`config.mk`:
```
export PLATFORM = sky130hd
export DESIGN_NAME = template_correlation_peak_search
export DESIGN_NICKNAME = d
export VERILOG_FILES = /design/src/design/tcps_pkg.sv /design/src/design/tcps_div.sv /design/src/design/template_correlation_peak_search.sv
export SDC_FILE = /design/constraint.sdc
export NUM_CORES = 2
export LEC_CHECK = 0
export BUFFER_PORTS_ARGS = -buffer_cell sky130_fd_sc_hd__buf_2
export CAP_MARGIN = 20
export CORE_MARGIN = 2
export CORE_UTILIZATION = 58
export CTS_CLUSTER_SIZE = 20
export DETAILED_ROUTE_END_ITERATION = 12
export HOLD_SLACK_MARGIN = 0.06
export PLACE_DENSITY = 0.77
export SLEW_MARGIN = 20
export SYNTH_ARGS = -nofsm -noshare
export SYNTH_HDL_FRONTEND = slang
export SYNTH_SLANG_ARGS = --single-unit
```
`constraint.sdc`:
```
create_clock -name clk -period 18.5 [get_ports clk]
set_clock_uncertainty 0.15 [all_clocks]
set_input_delay 3.7 -clock clk [delete_from_list [all_inputs] [get_ports clk]]
set_output_delay 3.7 -clock clk [all_outputs]
set_load 0.005 [all_outputs]
```
`src/design/tcps_pkg.sv`:
```
`timescale 1ns / 1ps
package tcps_pkg;
  localparam int MaxTemplate = 32;
  localparam int MaxWindow = 256;
  localparam int TapW = $clog2(MaxTemplate);
  localparam int TlenW = 6;
  localparam int WlenW = 9;
  localparam int WcntW = $clog2(MaxWindow + 1);
  localparam int AccW = 48;
  localparam int NumW = AccW + 16;

  localparam logic [0:0] CfgTemplateLength = 1'b0;
  localparam logic [0:0] CfgWindowLength = 1'b1;
  localparam logic KindTemplate = 1'b0;

  typedef struct packed {
    logic kind;
    logic signed [15:0] sample;
  } in_item_t;

  typedef struct packed {
    logic [7:0] offset;
    logic signed [31:0] ratio;
    logic [7:0] best_offset;
    logic last;
  } out_item_t;

  typedef struct packed {
    logic start;
    logic signed [AccW-1:0] num;
    logic [AccW-1:0] den;
  } div_req_t;
endpackage

```
`src/design/tcps_div.sv`:
```
`timescale 1ns / 1ps
module tcps_div (
  input  logic clk,
  input  logic rst,
  input  tcps_pkg::div_req_t req,
  output logic done,
  output logic signed [31:0] quot
);
  import tcps_pkg::*;

  // Restoring divider, one quotient bit per cycle over (|num| << 16) / den.
  localparam int CntW = $clog2(NumW + 1);

  logic [NumW-1:0] dividend;
  logic [AccW:0] rem;
  logic [AccW-1:0] divisor;
  logic neg;
  logic zero;
  logic busy;
  logic [CntW-1:0] cnt;
  logic [AccW:0] trial;
  logic [AccW:0] shifted;
  logic [AccW-1:0] mag;

  assign shifted = {rem[AccW-1:0], dividend[NumW-1]};
  assign trial = shifted - {1'b0, divisor};
  assign mag = req.num[AccW-1] ? AccW'(-req.num) : AccW'(req.num);

  always_ff @(posedge clk) begin
    if (rst) begin
      busy <= 1'b0;
      done <= 1'b0;
      cnt <= '0;
    end else begin
      done <= 1'b0;
      if (req.start) begin
        busy <= 1'b1;
        cnt <= CntW'(NumW);
        dividend <= {mag, 16'd0};
        rem <= '0;
        divisor <= req.den;
        neg <= req.num[AccW-1];
        zero <= (req.den == '0);
      end else if (busy) begin
        dividend <= {dividend[NumW-2:0], ~trial[AccW]};
        rem <= trial[AccW] ? shifted : trial;
        cnt <= cnt - 1'b1;
        if (cnt == CntW'(1)) begin
          busy <= 1'b0;
          done <= 1'b1;
        end
      end
    end
  end

  // Quotient bits accumulate in dividend; saturate on the way out.
  always_comb begin
    if (zero) begin
      quot = '0;
    end else if (neg) begin
      if (dividend > NumW'(64'h8000_0000)) begin
        quot = 32'sh8000_0000;
      end else begin
        quot = -$signed(dividend[31:0]);
      end
    end else if (dividend > NumW'(64'h7FFF_FFFF)) begin
      quot = 32'sh7FFF_FFFF;
    end else begin
      quot = $signed(dividend[31:0]);
    end
  end
endmodule

```
`src/design/template_correlation_peak_search.sv`:
```
`timescale 1ns / 1ps
// Channel  | valid     | stall     | payload
// in       | in_valid  | in_stall  | in_data  (kind, sample)
// out      | out_valid | out_stall | out_data (offset, ratio, best_offset, last)
// A template beat is taken in the idle state. A window beat that yields a correlation
// passes from the accept in the idle state through the shared multiply-accumulate, a
// divider start state and the serial divider, then a post state that posts the
// result; no new beat is taken until the result is posted.
// Reset (rst, synchronous) clears counters and the peak tracker; the sample
// stores are not cleared. A stalled output holds one result while the block
// keeps working; a new result waits only if the output register is full.
module template_correlation_peak_search (
  input  logic clk,
  input  logic rst,
  input  logic in_valid,
  output logic in_stall,
  input  tcps_pkg::in_item_t in_data,
  output logic out_valid,
  input  logic out_stall,
  output tcps_pkg::out_item_t out_data,
  input  logic cfg_we,
  input  logic [0:0] cfg_index,
  input  logic [8:0] cfg_data
);
  import tcps_pkg::*;

  localparam logic [2:0] StIdle = 3'd0;
  localparam logic [2:0] StMac = 3'd1;
  localparam logic [2:0] StDivGo = 3'd2;
  localparam logic [2:0] StDiv = 3'd3;
  localparam logic [2:0] StPost = 3'd4;

  logic [2:0] state;
  logic [TlenW-1:0] template_length;
  logic [WlenW-1:0] window_length;
  logic signed [15:0] template_store [MaxTemplate];
  logic signed [15:0] window_line [MaxTemplate];
  logic [TapW:0] template_count;
  logic [WcntW-1:0] window_count;
  logic signed [31:0] best_ratio;
  logic [7:0] best_position;

  logic [TapW:0] taps;
  logic [WcntW-1:0] flen;
  logic [TapW:0] idx;
  logic signed [AccW-1:0] num;
  logic [AccW-1:0] den;
  logic signed [15:0] t_rd;
  logic signed [15:0] w_rd;
  logic signed [31:0] prod_tw;
  logic [31:0] prod_ww;
  logic prod_ok;
  logic final_flag;
  logic [7:0] cur_offset;
  logic accept;
  logic [WcntW-1:0] wc_new;
  logic div_done;
  logic signed [31:0] quot;
  div_req_t dreq;

  always_comb begin
    taps = (template_length == '0) ? (TapW+1)'(1) :
           (template_length > TlenW'(MaxTemplate)) ? (TapW+1)'(MaxTemplate) :
           (TapW+1)'(template_length);
    flen = (window_length > WlenW'(MaxWindow)) ? WcntW'(MaxWindow) :
           WcntW'(window_length);
  end

  assign in_stall = (state != StIdle);
  assign accept = in_valid && !in_stall;
  assign wc_new = (window_count < WcntW'(MaxWindow)) ? window_count + 1'b1 : window_count;

  always_ff @(posedge clk) begin
    if (cfg_we) begin
      case (cfg_index)
        CfgTemplateLength: template_length <= cfg_data[TlenW-1:0];
        CfgWindowLength: window_length <= cfg_data;
        default: ;
      endcase
    end
    if (rst) begin
      template_length <= TlenW'(32);
      window_length <= WlenW'(176);
    end
  end

  // Sample stores: template written at one address, window as a shift line.
  always_ff @(posedge clk) begin
    if (accept && in_data.kind == KindTemplate && template_count < taps) begin
      template_store[template_count[TapW-1:0]] <= in_data.sample;
    end
    if (accept && in_data.kind != KindTemplate) begin
      for (int i = 0; i < MaxTemplate - 1; i++) begin
        window_line[i] <= window_line[i+1];
      end
      window_line[MaxTemplate-1] <= in_data.sample;
    end
  end

  assign t_rd = template_store[idx[TapW-1:0]];
  assign w_rd = window_line[TapW'(MaxTemplate - 32'(taps) + 32'(idx))];

  always_ff @(posedge clk) begin
    prod_tw <= t_rd * w_rd;
    prod_ww <= $unsigned(32'(w_rd) * 32'(w_rd));
  end

  assign dreq.start = (state == StDivGo);
  assign dreq.num = num;
  assign dreq.den = den;

  tcps_div u_div (
    .clk(clk), .rst(rst), .req(dreq), .done(div_done), .quot(quot)
  );

  always_ff @(posedge clk) begin
    if (rst) begin
      state <= StIdle;
      template_count <= '0;
      window_count <= '0;
      best_ratio <= 32'sh8000_0000;
      best_position <= '0;
      out_valid <= 1'b0;
      prod_ok <= 1'b0;
    end else begin
      // The post state sets the output valid itself.
      if (out_valid && !out_stall && state != StPost) out_valid <= 1'b0;
      case (state)
        StIdle: begin
          if (accept) begin
            if (in_data.kind == KindTemplate) begin
              if (template_count < taps) template_count <= template_count + 1'b1;
            end else begin
              final_flag <= (wc_new >= flen);
              if (wc_new < WcntW'(taps)) begin
                if (wc_new >= flen) begin
                  template_count <= '0;
                  window_count <= '0;
                  best_ratio <= 32'sh8000_0000;
                  best_position <= '0;
                end else begin
                  window_count <= wc_new;
                end
              end else begin
                window_count <= wc_new;
                cur_offset <= 8'(wc_new - WcntW'(taps));
                idx <= '0;
                num <= '0;
                den <= '0;
                prod_ok <= 1'b0;
                state <= StMac;
              end
            end
          end
        end
        StMac: begin
          // Products are registered, so they arrive in the cycle after their read index.
          if (prod_ok) begin
            num <= num + AccW'(prod_tw);
            den <= den + AccW'(prod_ww);
          end
          prod_ok <= (idx < taps);
          if (idx < taps) begin
            idx <= idx + 1'b1;
          end else begin
            state <= StDivGo;
          end
        end
        StDivGo: state <= StDiv;
        StDiv: begin
          if (div_done) begin
            state <= StPost;
          end
        end
        StPost: begin
          if (!out_valid || !out_stall) begin
            out_valid <= 1'b1;
            out_data.offset <= cur_offset;
            out_data.ratio <= quot;
            out_data.last <= final_flag;
            out_data.best_offset <= (quot > best_ratio) ? cur_offset : best_position;
            if (final_flag) begin
              template_count <= '0;
              window_count <= '0;
              best_ratio <= 32'sh8000_0000;
              best_position <= '0;
            end else if (quot > best_ratio) begin
              best_ratio <= quot;
              best_position <= cur_offset;
            end
            state <= StIdle;
          end
        end
        default: state <= StIdle;
      endcase
    end
  end

  // The block never takes a beat while a correlation is in progress.
  a_no_accept_busy: assert property (@(posedge clk) disable iff (rst)
    (state != StIdle) |-> !accept) else $error("beat taken while busy");
  // A result is posted only from the post state.
  a_post_source: assert property (@(posedge clk) disable iff (rst)
    ($rose(out_valid)) |-> ($past(state) == StPost)) else $error("stray result");
  // The divider finishes only while the sequencer waits on it.
  a_div_done: assert property (@(posedge clk) disable iff (rst)
    div_done |-> (state == StDiv)) else $error("divider out of step");
endmodule
```
==> out/metrics.cfg <==
[yosys]
synth_cell_types = 86
yosysWarnings = 0
synth-main-ff-cell = edfxtp_1
synth_edf_count = 1346
ys_top_cells_by_area = edfxtp_1 48%, fa_1 12%, mux4_2 8.3%
yosysTopAreaCell = edfxtp_1
synth_top_area_share = 0.479
syn-cell-area_mm2 = 0.0844
syn_avg_cell_area_um2 = 13.2
syn_inst = 6401
ys_seq_area_frac = 0.515
async_flop_share = 0
synth_nets = 7297
synth-seq-cells = 1498

[timing]
worst_pin_slew_ns = 1.19
fin_crit_ns = 12.00
grt_setup_unrepaired = false
post-route-period-util = 0.649
hold_viol = 0
relSlewSlack = 0.208
fmax_mhz = 83.3
setup_viol_count_final = 0
drv_slew = 0
timing.setup.tns_ns = 0

[floorplan]
fp.dieH_um = 386
pin_count = 83
fp.dieW_um = 386
start_util = 0.586
fp.dieArea_mm2 = 0.149
rows = 139
fp.coreArea_mm2 = 0.144

[detailed_routing]
route.top_layer_used = met5
drt_iter0_markers = 5295
wl_met3_um = 16800
drt-met1-wl_um = 77100
wire_per_inst_um = 22.8
ant_nets = 0
dr_wl_met2_um = 94200
wirelength_um = 194000
drc_errors = 0
dr.pass1.iters = 5
route.vias.total = 52000
vias_per_cell = 6.10

[clocking]
post_cts_resize_count = 0
clkSlewWorstSetupHoldPaths_ns = 0.06
htree_levels = 4
cts_tree = yes
clockRootBuffer = clkbuf_16
clockBufferDepth = 3
cts_sinks = 1498
cts_setup_buffers = 0
clk_latency_ns = 0.82
cts_hold_buf = 0
cts_buffers = 150

[critical_path]
slowest_stage = fa_4
cp-endpoint = prod_ww[31]
crit_family = adder cells
worstSetupStartpoint = template_length[2]
cp_num_buf_inv = 10
worstPathRequired_ns = 19.04
cp_data_arrival_time_ns = 12.54
r2r_start = template_length[2]
path_depth = 36
critPathKind = reg2reg
r2r_setup_slack_ns = 6.50
crit_path_end_kind = flop
cp_max_fo = 45
critPathMostFrequentCell = inv_1
r2r-end = prod_ww[31]
reg2reg_depth = 36
max_stage_delay_ns = 0.92
crit_path_start_kind = flop

[placed_design]
dp_hpwl_um = 126000
portBuffers = 82
gp_congestion = 0.923
postPlaceCellArea_mm2 = 0.0873

[grt]
grt_use_total = 0.265
antenna_found_initial = 3
grt_pass1_vias = 53100
overflow = 0
grt_max_degree = 212
grt_pass1_wl_um = 303000

[cells_and_area]
design_area_mm2 = 0.0923
multi_input_area_mm2 = 0.0373
drive_above_1_share = 0.123
regArea_mm2 = 0.0435
layout_common_cells = 1346 x edfxtp_1, 806 x inv_1, 526 x nor2_1
final_common_cell = edfxtp_1
syn_to_final_growth_pct = 9.35
utilization = 0.641
fillers = 10300
nets = 7398

[hold_path]
hold_class = reg2reg

[run]
maxCapViolCount = 0

[status]
outcome = finished, final reports clean

[worst reg2reg max path: cells and delay by family (launching register included)]
family	cells	cell delay [ns]
adders and majority gates	9	4.38
buffers and inverters	10	2.53
AOI/OAI and AO/OA	6	1.61
and+or+nand+nor	8	1.59
muxes	2	1.13
DFF	1	0.32
xor gates and xnor gates	1	0.17
[registers in the layout, indices dropped and copies added, names as in the netlist, 3 cells and up, named ones only]
name / cells
u_div.dividend: 64
u_div.divisor: 48
prod_tw: 32
template_count: 6
out_data: 49
state: 3
cur_offset: 8
best_position: 8
window_count: 9
window_line: 512
best_ratio: 32
window_length: 9
u_div.rem: 48
den: 48
template_length: 6
template_store: 512
u_div.cnt: 7
idx: 6
num: 48
prod_ww: 31
[cells in the mapped netlist (28+ instances only)]
| cell | count |
|---|---|
| and2_1 | 39 |
| nor2b_1 | 37 |
| inv_1 | 806 |
| fa_1 | 501 |
| xor2_1 | 136 |
| edfxtp_1 | 1346 |
| a31oi_1 | 30 |
| clkbuf_1 | 185 |
| nand3_1 | 98 |
| nand2_1 | 441 |
| o21ai_0 | 177 |
| nor2_1 | 529 |
| mux4_2 | 311 |
| a21o_1 | 140 |
| xnor2_1 | 156 |
| nor4_1 | 28 |
| ha_1 | 363 |
| dfxtp_1 | 152 |
| nor3_1 | 59 |
| nand2b_1 | 44 |
| a21oi_1 | 257 |
| nand4_1 | 43 |
| buf_1 | 40 |
| a211oi_1 | 40 |
| mux2i_1 | 50 |
[worst min path at each step]
| stage | start | slack (ns) | endpoint | cells after the start |
|---|---|---|---|---|
| global placement | window_line[6][8] | 0.27 | window_line[5][8] | 0 |
| CTS | window_line[5][12] | 0.27 | window_line[4][12] | 0 |
| floorplan | window_line[11][10] | 0.27 | window_line[10][10] | 0 |
| global route | window_line[10][0] | 0.27 | window_line[9][0] | 0 |
| finish | window_line[10][0] | 0.27 | window_line[9][0] | 0 |
| detailed placement | window_line[12][8] | 0.28 | window_line[11][8] | 0 |
[layout make-up]
cell class              count  area share
diodes                      1   0.0000271
inverters                 809      0.0329
repair buffers            186      0.0135
clock inverters            79      0.0102
multi-input cells        3857       0.404
clock buffers             189      0.0429
well taps                1903      0.0258
flip-flops and latches   1498       0.471
[per-stage QoR]
stage | setup slack, ns | std cells | hold slack [ns]
finish | 6.50 | 8522 | 0.271
global route | 5.83 | 8521 | 0.273
CTS | 6.46 | 8519 | 0.270
detailed placement | 6.59 | 8251 | 0.279
global placement | 6.76 | 8251 | 0.272
floorplan | 6.67 | 6401 | 0.271
[cells by family after synthesis]
| logic type | count (synthesis) | share of synthesized area |
|---|---|---|
| flip-flops | 1498 | 0.515 |
| AND/OR/NAND/NOR | 1449 | 0.0782 |
| buffers and inverters | 1046 | 0.0467 |
| AO/OA/AOI/OAI | 870 | 0.0656 |
| adder cells (fa/ha/maj) | 864 | 0.173 |
| multiplexers | 382 | 0.0917 |
| XOR/XNOR | 292 | 0.0303 |
[layer usage]
layer,global-route usage,up-vias
li1,-,23000
met1,0.364,26200
met2,0.430,2370
met3,0.0503,402
met4,0.0908,4
met5,0,-
Power is left out: the tool's default activity adds up to more than one toggle a clock period on the data nets, which glitch-free logic cannot reach.
